==> src/hdl/dmct_pkg.sv <==
// Shared types and codes of the Dirichlet-multinomial count table.
// Used by every module of the block; depends on nothing.
`timescale 1ns / 1ps
package dmct_pkg;

  localparam logic [2:0] FN_ADD = 3'd0;
  localparam logic [2:0] FN_DEL = 3'd1;
  localparam logic [2:0] FN_QONE = 3'd2;
  localparam logic [2:0] FN_ADDLIK = 3'd3;
  localparam logic [2:0] FN_QALL = 3'd4;
  localparam logic [2:0] FN_WPRIOR = 3'd5;
  localparam logic [2:0] FN_CLEAR = 3'd6;

  localparam logic [1:0] ST_OK = 2'd0;
  localparam logic [1:0] ST_ZDEN = 2'd1;
  localparam logic [1:0] ST_SAT = 2'd2;
  localparam logic [1:0] ST_UNDER = 2'd3;

  localparam logic [16:0] RATIO_ONE = 17'h10000;
  localparam logic [29:0] PSUM_MAX = 30'h3FFF_FFFF;

  typedef struct packed {
    logic [2:0]  func;
    logic [4:0]  class_id;
    logic [5:0]  symbol;
    logic [23:0] prior_value;
    logic        cls_ok;
    logic        sym_ok;
  } cmd_t;

  typedef struct packed {
    logic [4:0]  result_class;
    logic [16:0] ratio;
    logic        last;
    logic [1:0]  status;
  } res_t;

endpackage

==> src/hdl/dmct_outq.sv <==
// Four-entry result queue between the back end and the result ports.
// Depends on dmct_pkg.
`timescale 1ns / 1ps
module dmct_outq import dmct_pkg::*; (
  input  logic clk,
  input  logic rst_n,
  input  logic push,
  input  res_t din,
  output logic full,
  output logic empty,
  input  logic pop,
  output res_t dout
);

  res_t       q_r [4];
  logic [1:0] wp_r;
  logic [1:0] rp_r;
  logic [2:0] cnt_r;
  logic       wr;
  logic       rd;

  assign full  = (cnt_r == 3'd4);
  assign empty = (cnt_r == 3'd0);
  assign dout  = q_r[rp_r];
  assign wr    = push && !full;
  assign rd    = pop && !empty;

  always_ff @(posedge clk) begin
    if (wr) q_r[wp_r] <= din;
    if (!rst_n) begin
      wp_r  <= 2'd0;
      rp_r  <= 2'd0;
      cnt_r <= 3'd0;
    end else begin
      if (wr) wp_r <= wp_r + 2'd1;
      if (rd) rp_r <= rp_r + 2'd1;
      cnt_r <= cnt_r + 3'(wr) - 3'(rd);
    end
  end

endmodule

==> config.mk <==
export PLATFORM = sky130hd
export DESIGN_NAME = dmct_outq
export DESIGN_NICKNAME = d
export VERILOG_FILES = /design/src/hdl/dmct_pkg.sv /design/src/hdl/dmct_outq.sv
export SDC_FILE = /design/constraint.sdc
export NUM_CORES = 1
export LEC_CHECK = 0
export BUFFER_PORTS_ARGS = -buffer_cell sky130_fd_sc_hd__clkbuf_2
export CAP_MARGIN = 10
export CORE_ASPECT_RATIO = 0.8
export CORE_MARGIN = 2
export CORE_UTILIZATION = 42
export DETAILED_ROUTE_END_ITERATION = 6
export SETUP_SLACK_MARGIN = 0.15
export SYNTH_ARGS = -nofsm -noshare
export SYNTH_HDL_FRONTEND = slang
export SYNTH_SLANG_ARGS = --single-unit
==> constraint.sdc <==
create_clock -name clk -period 2.2 [get_ports clk]
set_input_delay 0.55 -clock clk [delete_from_list [all_inputs] [get_ports clk]]
set_output_delay 0.55 -clock clk [all_outputs]
set_load 0.005 [all_outputs]
---- After elaboration in Yosys (flattened, before gate mapping) ----
Memories as Yosys holds them, arrays and structs flattened. A register that Yosys moved wholly into a read port is not among the register bits.
Index checks and enable logic that the tools add are counted.
Widths: inputs -> output; s select.
operators by class
  add/sub/neg operators ................... 4
  multipliers ............................. 0
  div/mod/pow operators ................... 0
  magnitude comparators ................... 0
  equal/unequal tests ..................... 1
  shifts and indexed selects .............. 0
  multiplexer cells ....................... 4
  bitwise gates (word level) .............. 0
  reductions and logical operators ........ 5
operator list
  kind                 number
  $add 2x1->2 const B  2
  $mux 2               2
  $add 3x1->3          1
  $eq 3x3->1 const B   1
  $logic_not 3->1      1
  $sub 3x1->3          1
  $logic_and 1x1->1    2
  $logic_not 1->1      2
  $mux 1               2
storage, ports and cells
  bits in registers ....................... 7
  latch bits .............................. 0
  memory bits (writable) .................. 100
  memory bits (read-only) ................. 0
  output and inout port bits .............. 27
  memories ................................ 1
memories
  name  depth  bits a word  read ports  clocked after Yosys merged registers in  wr ports  line             source
  q_r   4      25           1           1                                        1         dmct_outq.sv:15  res_t q_r [4];

---- Longest topological paths before layout ----
Gate-level depths: netlist of run 1.
  depth in word-level cells ............... 5
  depth in mapped cells ................... 11
  mapped depth without buffers ............ 10

---- Worst setup path after synthesis of run 1 ----
Ideal clock, no wire load.
  path type ............................... input-to-reg
  from .................................... in push
  to ...................................... reg cnt_r[2]
  arrival time ............................ 2073 ps
  setup slack ............................. 12 ps
  stages on the path ...................... 10
  path buffers ............................ 1
  cells stage by stage .................... nor2b_1 -> buf_2 -> inv_1 -> ha_1 -> inv_1 -> ha_1 -> fa_1 -> xnor2_1 -> xnor2_1 -> and2_1
between the ends
  word-level cells in the longest chain between the ends .. 3
RTL lines
  item                  line             source
  from (decl)           dmct_outq.sv:7   input logic push,
  $logic_and 1x1->1     dmct_outq.sv:25  assign wr = push && !full;
  $add 3x1->3           dmct_outq.sv:37  cnt_r <= cnt_r + 3'(wr) - 3'(rd);
  $sub 3x1->3           dmct_outq.sv:37
  to (signal assigned)  dmct_outq.sv:37
  to (decl)             dmct_outq.sv:18  logic [2:0] cnt_r;
No other way between the ends.
A chain may end at the register's enable or synchronous reset.

==> results of run 1 <==
==> layout make-up <==
type                    instances  area [um2]  area share (%)
inverters                       6       22.52          0.4420
repair buffers                 74       528.0           10.36
flip-flops and latches        109        3193           62.67
multi-input cells              59       887.1           17.41
clock buffers                   9       225.2           4.420
well taps                     119       148.9           2.922
clock inverters                 7       90.09           1.768
==> sequential cells by signal (all words and copies together), names as in the netlist, named ones only <==
signal,flops
q_r,100
cnt_r,3
rp_r,2
wp_r,2
==> placed cells by master (no fill, tap or decap), types with 3 or more instances in the layout <==
master and n:
mux4_2 25, clkinv_2 3, and2_1 7, o21ai_0 3, nand2_1 6, dfxtp_1 5, clkbuf_2 55, buf_16 3
edfxtp_1 100, inv_1 4, ha_1 4, buf_12 4, clkbuf_16 9, buf_4 12
==> kinds of logic after synthesis <==
family          after synthesis  share of synthesized area (%)
compound gates                4                         0.5444
xor+xnor                      2                         0.4235
fa+ha+maj                     7                          2.299
buf+inv                      14                          2.359
flops                       109                          76.95
mux                          27                          14.55
simple gates                 19                          2.873
==> per-stage QoR <==
stage	setup slack [ns]	cells	total power [mW]
6_report	0.02060	383	5.721
5_1_grt	-0.04085	383	6.003
4_1_cts	-0.004407	382	5.789
3_5_place_dp	-0.02089	359	3.839
3_3_place_gp	0.02858	359	3.813
2_1_floorplan	0.06577	182	3.426
==> worst reg2reg max path: cells and delay by family, from the launching register on <==
family | cells | cell delay (ns)
fa+ha+maj | 3 | 0.75
simple gates | 3 | 0.47
flops | 1 | 0.37
xor+xnor | 2 | 0.26
buf+inv | 1 | 0.03
==> power by group through the flow <==
stage	sequential (mW)	combinational (mW)	clock [mW]
floorplan	2.62	0.807	0
global placement	2.63	1.18	0
detailed placement	2.65	1.19	0
CTS	2.63	1.45	1.71
global route	2.65	1.55	1.80
finish	2.63	1.42	1.67
==> metal layers <==
layer	share of wire (%)	up-vias	track usage, %
met1	42	990	17.22
met5	0	-	0
met2	52	45	24.12
met3	4.9	11	5.236
li1	-	892	-
met4	1.5	0	5.723
==> what timing repair did <==
| action | 4_1_cts | 5_1_grt |
|---|---|---|
| gates resized for setup | 15 | 1 |
| setup endpoints to repair | 26 | 26 |
| pin swaps | 2 | 1 |
| cloned | 3 | 0 |
| buffers inserted | 4 | 1 |
==> path summary, 6_finish.rpt <==
path / start / endpoint / slack (ns)
setup reg to reg: cnt_r[0]$_SDFF_PN0_ / cnt_r[2]$_SDFF_PN0_ / 0.21
hold / removal: din[19] / q_r[0][19]$_DFFE_PP_ / 0.42
hold reg to reg: rp_r[0]$_SDFFE_PN0P_ / flop / 0.50
setup / recovery: flop / dout[9] / 0.02
==> run metrics, run 1 <==
Reg2Reg Depth 9; hold depth 1; Buf/Inv on CP 3; combinational power share roughly a quarter; Mean Syn Cell Area around 23 um2; Seq/Total Area, Yosys 76.95%; Post-synth EDFFs 100; # setup viols final 0; min Tclk post-route 2.179 ns; Critical Path Sink Type output port; gr ovfl total 0; # clock sinks between 100 and 150; Port Buf Inserts 55; fin crit share 99.06%; setup TNS 0 ns; CP Data Arrival Time between 1.5 and 2 ns; Sw Pwr around 1.4 mW; P_leak roughly 1.8 nW; largest net degree at the start of global routing 26; antenna cells 0; CTS buffer count 9; DIE AREA 10660 um2; synth unique cells 23; register share of total power ~46%; dpl hpwl between 4000 and 5000 um; CTS tree done; Global Route Usage Sum 14.50%; fin. max-slew vios 0; dominant synthesized flop cell edfxtp_1; Detailed Route WL a little over 7000 um; CP required between 1.5 and 2 ns; Syn Inst Count ~180; Finished Core Util a little over half; fmax between 0.4 and 0.5 GHz; P_int around 4.3 mW; normalized max-slew margin 79.98%; Final Hold Violating Endpoints 0; Commonest cells post-synth edfxtp_1 (100), mux4_2 (20), dfxtp_1 (9); area leader, netlist edfxtp_1; Rows 32; Final Cell Area between 5000 and 6000 um2; syn nets between 200 and 250; die height roughly 90 um; 1st-iter DRT viols 128; unrepaired setup endpoints after global routing yes; Synth top area share between 70% and 80%; via count 1938; CP max stage delay roughly 0.52 ns; Critical Path Fanout Max 6; crit path launch type flop; most frequent cell after synthesis edfxtp_1; Synth Register Bits about 110; Mapped Area between 4000 and 5000 um2; Post-synth ARST share 0%; Crit path max-delay family multiplexers; H-tree depth 3; Root Buffer clkbuf_16; core area roughly 9600 um2; CTS max path bufs 2; switching part of the total 24.18%; Cell Area, Placed around 4600 um2; first-pass GRT wire length between 10000 and 15000 um; Fillers just under 800; critical path's slowest cell mux4_2; antenna viol nets, final 0; Yosys Warn Count 0; GPL Wtd Cong slightly below 0.7; ranking of synthesized cells by area edfxtp_1 (73%), mux4_2 (11%), dfxtp_1 (4.4%), mux4_1 (3.2%), ha_1 (1.8%); CP Cell Sequence buf_12 -> buf_16 -> mux4_2 -> clkbuf_2; drt wl/cell around 18 um; power per cell area between 1000 and 1500 nW/um2; Area Overhead vs Synth 23.17%; max-capacitance violation count 0; share of layout cells above drive strength 1 48.48%; total I/O pin count 56; run status finished clean; Initial Util between 40% and 50%; NumNets Final 295; drt first pass iters 4; VDD IR max approximately 430 uV; vias in the first global route a little under 2000; initial antenna violation count 0; critical path depth 4; Clock transition at path regs 0.07 ns; hold bufs inserted after CTS 0; Hold WS 0.4232 ns; Clk pwr share between 20% and 30%; # DRC 0; Max Clock Skew between 0.004 and 0.005 ns; Hold Path Class input pin to flop; kind of critical path flop to output port; Worst Tran Pin Value between 0.2 and 0.3 ns; Via density 5.060; clock latency on the worst-skew pair 0.35 ns; Die W between 100 and 150 um
Note: power is estimated with default switching activity, not from simulation.
==> inputs of run 2 (changes only) <==
--- a/config.mk
+++ b/config.mk
@@ -15,3 +15,4 @@
 export SYNTH_ARGS = -nofsm -noshare
 export SYNTH_HDL_FRONTEND = slang
 export SYNTH_SLANG_ARGS = --single-unit
+export TNS_END_PERCENT = 50
==> constraint.sdc (replaced) <==
create_clock -name clk -period 2.44 [get_ports clk]
set_input_delay 0.61 -clock clk [delete_from_list [all_inputs] [get_ports clk]]
set_output_delay 0.61 -clock clk [all_outputs]
set_load 0.005 [all_outputs]
==> run 2 against run 1 <==
Compared with the run above:
- critical path depth is 1 lower
- register-to-register slack improved by 0.10 ns
- largest power group unchanged
- sequential power fell by 11%
- wire length down 8.5%
==> run metrics, run 2 (synthesized netlist as in run 1, its figures left out) <==
run status finished clean; min Tclk post-route around 2.2 ns; VDD IR max about 420 uV; combinational power share 21.0%; vias in the first global route between 1500 and 2000; # DRC 0; Final Cell Area approximately 5000 um2; Clock transition at path regs around 0.070 ns; Hold Path Class input pin to flop; Post-CTS Setup Bufs 0; Critical R2R Launch cnt_r[1]$_SDFF_PN0_; Reg2Reg Depth 9; total I/O pin count 56; unrepaired setup endpoints after global routing no; top flop regs q_r (100), cnt_r (3); P_leak ~1.7 nW; register share of total power between 40% and 50%; GPL Wtd Cong 0.7475; CTS max path bufs 2; Critical Path Fanout Max 14; crit path launch type flop; CTS buffer count 9; antenna cells 0; CTS tree done; drt first pass iters 4; hold bufs inserted after CTS 0; via count ~1900; Finished Core Util around half; Detailed Route WL between 6000 and 7000 um; Sw Pwr approximately 1.2 mW; setup TNS 0 ns; Worst Tran Pin Value about 0.40 ns; H-tree depth 3; Max Clock Skew around 0.0070 ns; CP Data Arrival Time about 1.6 ns; most common cell after layout, fill and taps aside edfxtp_1; antenna viol nets, final 0; Buf/Inv on CP 2; Hold EP q_r[1][6]$_DFFE_PP_; DIE AREA ~11000 um2; post-CTS resize count 0; Clk pwr share ~30%; normalized max-slew margin 73.05%; power per cell area 986.9 nW/um2; CP required around 1.8 ns; CP max stage delay roughly 0.6 ns; Port Buf Inserts 55; most flop-heavy register q_r; Crit path max-delay family multiplexers; fmax roughly 0.45 GHz; fin crit share between 90% and 100%; reg2reg end cnt_r[2]$_SDFF_PN0_; kind of critical path flop to output port; Final Hold Violating Endpoints 0; 1st-iter DRT viols 115; pre-CTS setup slack about 0.16 ns; most frequent cells in the layout edfxtp_1 (100), clkbuf_2 (55), mux4_2 (20); gr ovfl total 0; # clock sinks about 110; Global Route Usage Sum 13.37%; dpl hpwl between 4000 and 5000 um; Root Buffer clkbuf_16; max-capacitance violation count 0; hold depth 1; reg2reg setup slack a little over 0.3 ns; fin. max-slew vios 0; Area Overhead vs Synth 17.91%; NumNets Final 285; # setup viols final 0; first-pass GRT wire length 10210 um; CP Cell Sequence buf_12 -> mux4_1 -> clkbuf_2; core area 9609 um2; switching part of the total between 20 and 25%; Critical Path Sink Type output port; Die W 115.0 um; Via density roughly 5.0; Cell Area, Placed ~4600 um2; Hold Path Origin din[6]; P_int 3.622 mW; clock latency on the worst-skew pair about 0.35 ns; critical path's slowest cell mux4_1; drt wl/cell ~17 um; Rows 32; Initial Util 43.05%; die height around 93 um; worst setup margin approximately 0.21 ns; max reg flops 100; initial antenna violation count 0; largest net degree at the start of global routing 26; share of layout cells above drive strength 1 40.16%
run 2: worst max-delay path by stage:
stage / start / endpoint / slack [ns] / depth (start not counted)
floorplan: push / cnt_r[2]$_SDFF_PN0_ / 0.19 / 10
global placement: push / cnt_r[2]$_SDFF_PN0_ / 0.18 / 10
detailed placement: push / cnt_r[2]$_SDFF_PN0_ / 0.16 / 10
CTS: flop / dout[18] / 0.16 / 3
global route: flop / dout[20] / 0.16 / 3
finish: flop / dout[20] / 0.21 / 3
run 2: worst register-to-register path, cell delays in order (launching register included):
cell and delay, ns:
dfxtp_1 0.33, nor3_2 0.29, nor2b_1 0.12, ha_1 0.28, inv_1 0.04, ha_1 0.18
fa_1 0.37, xnor2_1 0.14, xnor2_1 0.12, and2_1 0.14
run 2: cell type report:
type                            instances  area, um2
Clock buffer                           10      229.0
Fill cell                             794       4732
Multi-Input combinational cell         59      855.8
Tap cell                              119      148.9
Sequential cell                       109       3184
Clock inverter                          6      77.57
Inverter                                6      22.52
Timing Repair Buffer                   64      359.1
run 2: power by group through the flow:
stage / registers [mW] / clock network (mW) / logic, mW
after detailed placement: 2.38 / 0 / 1.04
after global routing: 2.36 / 1.58 / 1.12
after CTS: 2.34 / 1.52 / 1.04
after global placement: 2.37 / 0 / 1.02
final: 2.34 / 1.47 / 1.01
after floorplan: 2.36 / 0 / 0.690
run 2: layer usage:
layer / share of wire (%) / track usage [%] / wire length, um
met1: 45 / 16.71 / 2911
met2: 49 / 21.37 / 3133
met3: 4.9 / 4.712 / 318
met4: 1.5 / 5.422 / 96
met5: 0 / 0 / 0
run 2: stage by stage:
stage	hold WS, ns	power, mW	std cells
global placement	0.4802	3.397	357
floorplan	0.4560	3.047	182
finish	0.4754	4.813	373
CTS	0.4627	4.895	373
global route	0.4747	5.056	373
detailed placement	0.4810	3.419	357
==> inputs of run 3 (changes only) <==
==> constraint.sdc (replaced) <==
create_clock -name clk -period 2.44 [get_ports clk]
set_input_delay 0.488 -clock clk [delete_from_list [all_inputs] [get_ports clk]]
set_output_delay 0.488 -clock clk [all_outputs]
set_load 0.005 [all_outputs]
==> run 3 against run 2 <==
Compared with the run above:
- design area increased by 0.36%
- critical path type unchanged
- non-clock buffer count is the same
- critical endpoint is now dout[22]
- clock skew grew 0.00094 ns
==> run metrics, run 3 (synthesized netlist as in run 1, its figures left out) <==
CP required slightly below 2 ns; Post-CTS Setup Bufs 0; crit path launch type flop; Via density between 5 and 6; Area Overhead vs Synth 18.33%; Placed Instances approximately 360; run status finished clean; first-pass GRT wire length 10230 um; most common cell after layout, fill and taps aside edfxtp_1; Worst Tran Pin Value just under 0.4 ns; Max Clock Skew a little under 0.008 ns; Hold Path Class input pin to flop; 1st-iter DRT viols about 150; Critical Path Sink Type output port; Detailed Route WL 6589 um; vias in the first global route 1863; hold bufs inserted after CTS 0; Hold WS about 0.36 ns; worst setup margin 0.2556 ns; Clock transition at path regs approximately 0.060 ns; drt first pass iters 4; CP Data Arrival Time around 1.7 ns; CTS tree done; max reg flops 100; Final Hold Violating Endpoints 0; # clock sinks roughly 110; Initial Util 43.05%; NumNets Final roughly 290; # setup viols final 0; clock latency on the worst-skew pair 0.34 ns; Rows 32; via count 1877; P_leak ~1.7 nW; power per cell area 993.8 nW/um2; VDD IR max around 480 uV; fin crit share between 80% and 90%; DIE AREA around 11000 um2; fmax around 0.46 GHz; core area ~9600 um2; initial antenna violation count 0; antenna viol nets, final 0; Critical Path Fanout Max 25; Root Buffer clkbuf_16; gr ovfl total 0; die height about 93 um; unrepaired setup endpoints after global routing no; share of layout cells above drive strength 1 around two fifths; antenna cells 0; GPL Wtd Cong 0.7023; largest net degree at the start of global routing 26; pre-CTS setup slack roughly 0.27 ns; total I/O pin count 56; H-tree depth 3; min Tclk post-route 2.184 ns; CTS max path bufs 2; fin. max-slew vios 0; max-capacitance violation count 0; Port Buf Inserts between 50 and 60; setup TNS 0 ns; top flop regs q_r (100), cnt_r (3); final std cells w/o fill 373; # DRC 0; most frequent cells in the layout edfxtp_1 (100), clkbuf_2 (55), mux4_2 (20); dpl hpwl a little over 4000 um; kind of critical path flop to output port; drt wl/cell roughly 18 um; Global Route Usage Sum ~14%; CTS buffer count 9; most flop-heavy register q_r; Die W about 110 um; normalized max-slew margin approximately 74%; post-CTS resize count 0
run 3: power by group:
group,total (mW),internal (mW),switching (mW)
sequential,2.34,2.27,0.0668
clock,1.52,0.922,0.603
combinational,1.00,0.527,0.477
total,4.86,3.72,1.15
run 3: area by class of cell:
| type | count | area (um2) |
|---|---|---|
| Clock buffer | 12 | 279.0 |
| Clock inverter | 4 | 48.80 |
| Fill cell | 785 | 4715 |
| Inverter | 6 | 22.52 |
| Multi-Input combinational cell | 59 | 855.8 |
| Sequential cell | 109 | 3184 |
| Tap cell | 119 | 148.9 |
| Timing Repair Buffer | 64 | 355.3 |
run 3: worst paths after layout:
check | start | to | slack, ns | cells after the start
max | flop | dout[22] | 0.26 | 3
min | din[20] | q_r[1][20]$_DFFE_PP_ | 0.36 | 1
max reg2reg | cnt_r[1]$_SDFF_PN0_ | cnt_r[2]$_SDFF_PN0_ | 0.29 | 9
min reg2reg | rp_r[1]$_SDFFE_PN0P_ | rp_r[1]$_SDFFE_PN0P_ | 0.50 | 2
run 3: metal layers:
metal / routed length [um] / global-route usage [%] / vias up
li1: - / - / 872
met1: 2854 / 16.97 / 948
met2: 3262 / 21.52 / 49
met3: 362 / 5.563 / 8
met4: 110 / 5.020 / 0
met5: 0 / 0 / -
run 3: critical path, stage by stage, from the launching register on:
cell and delay [ns]:
dfxtp_2 0.34, buf_12 0.22, mux4_1 0.64, clkbuf_2 0.14
run 3: stage by stage:
step	util, %	total power [mW]	area [um2]
floorplan	-	3.047	4136
global placement	47.53	3.394	4567
detailed placement	47.53	3.411	4567
CTS	50.94	4.942	4895
global route	50.94	5.122	4895
finish	50.94	4.864	4895
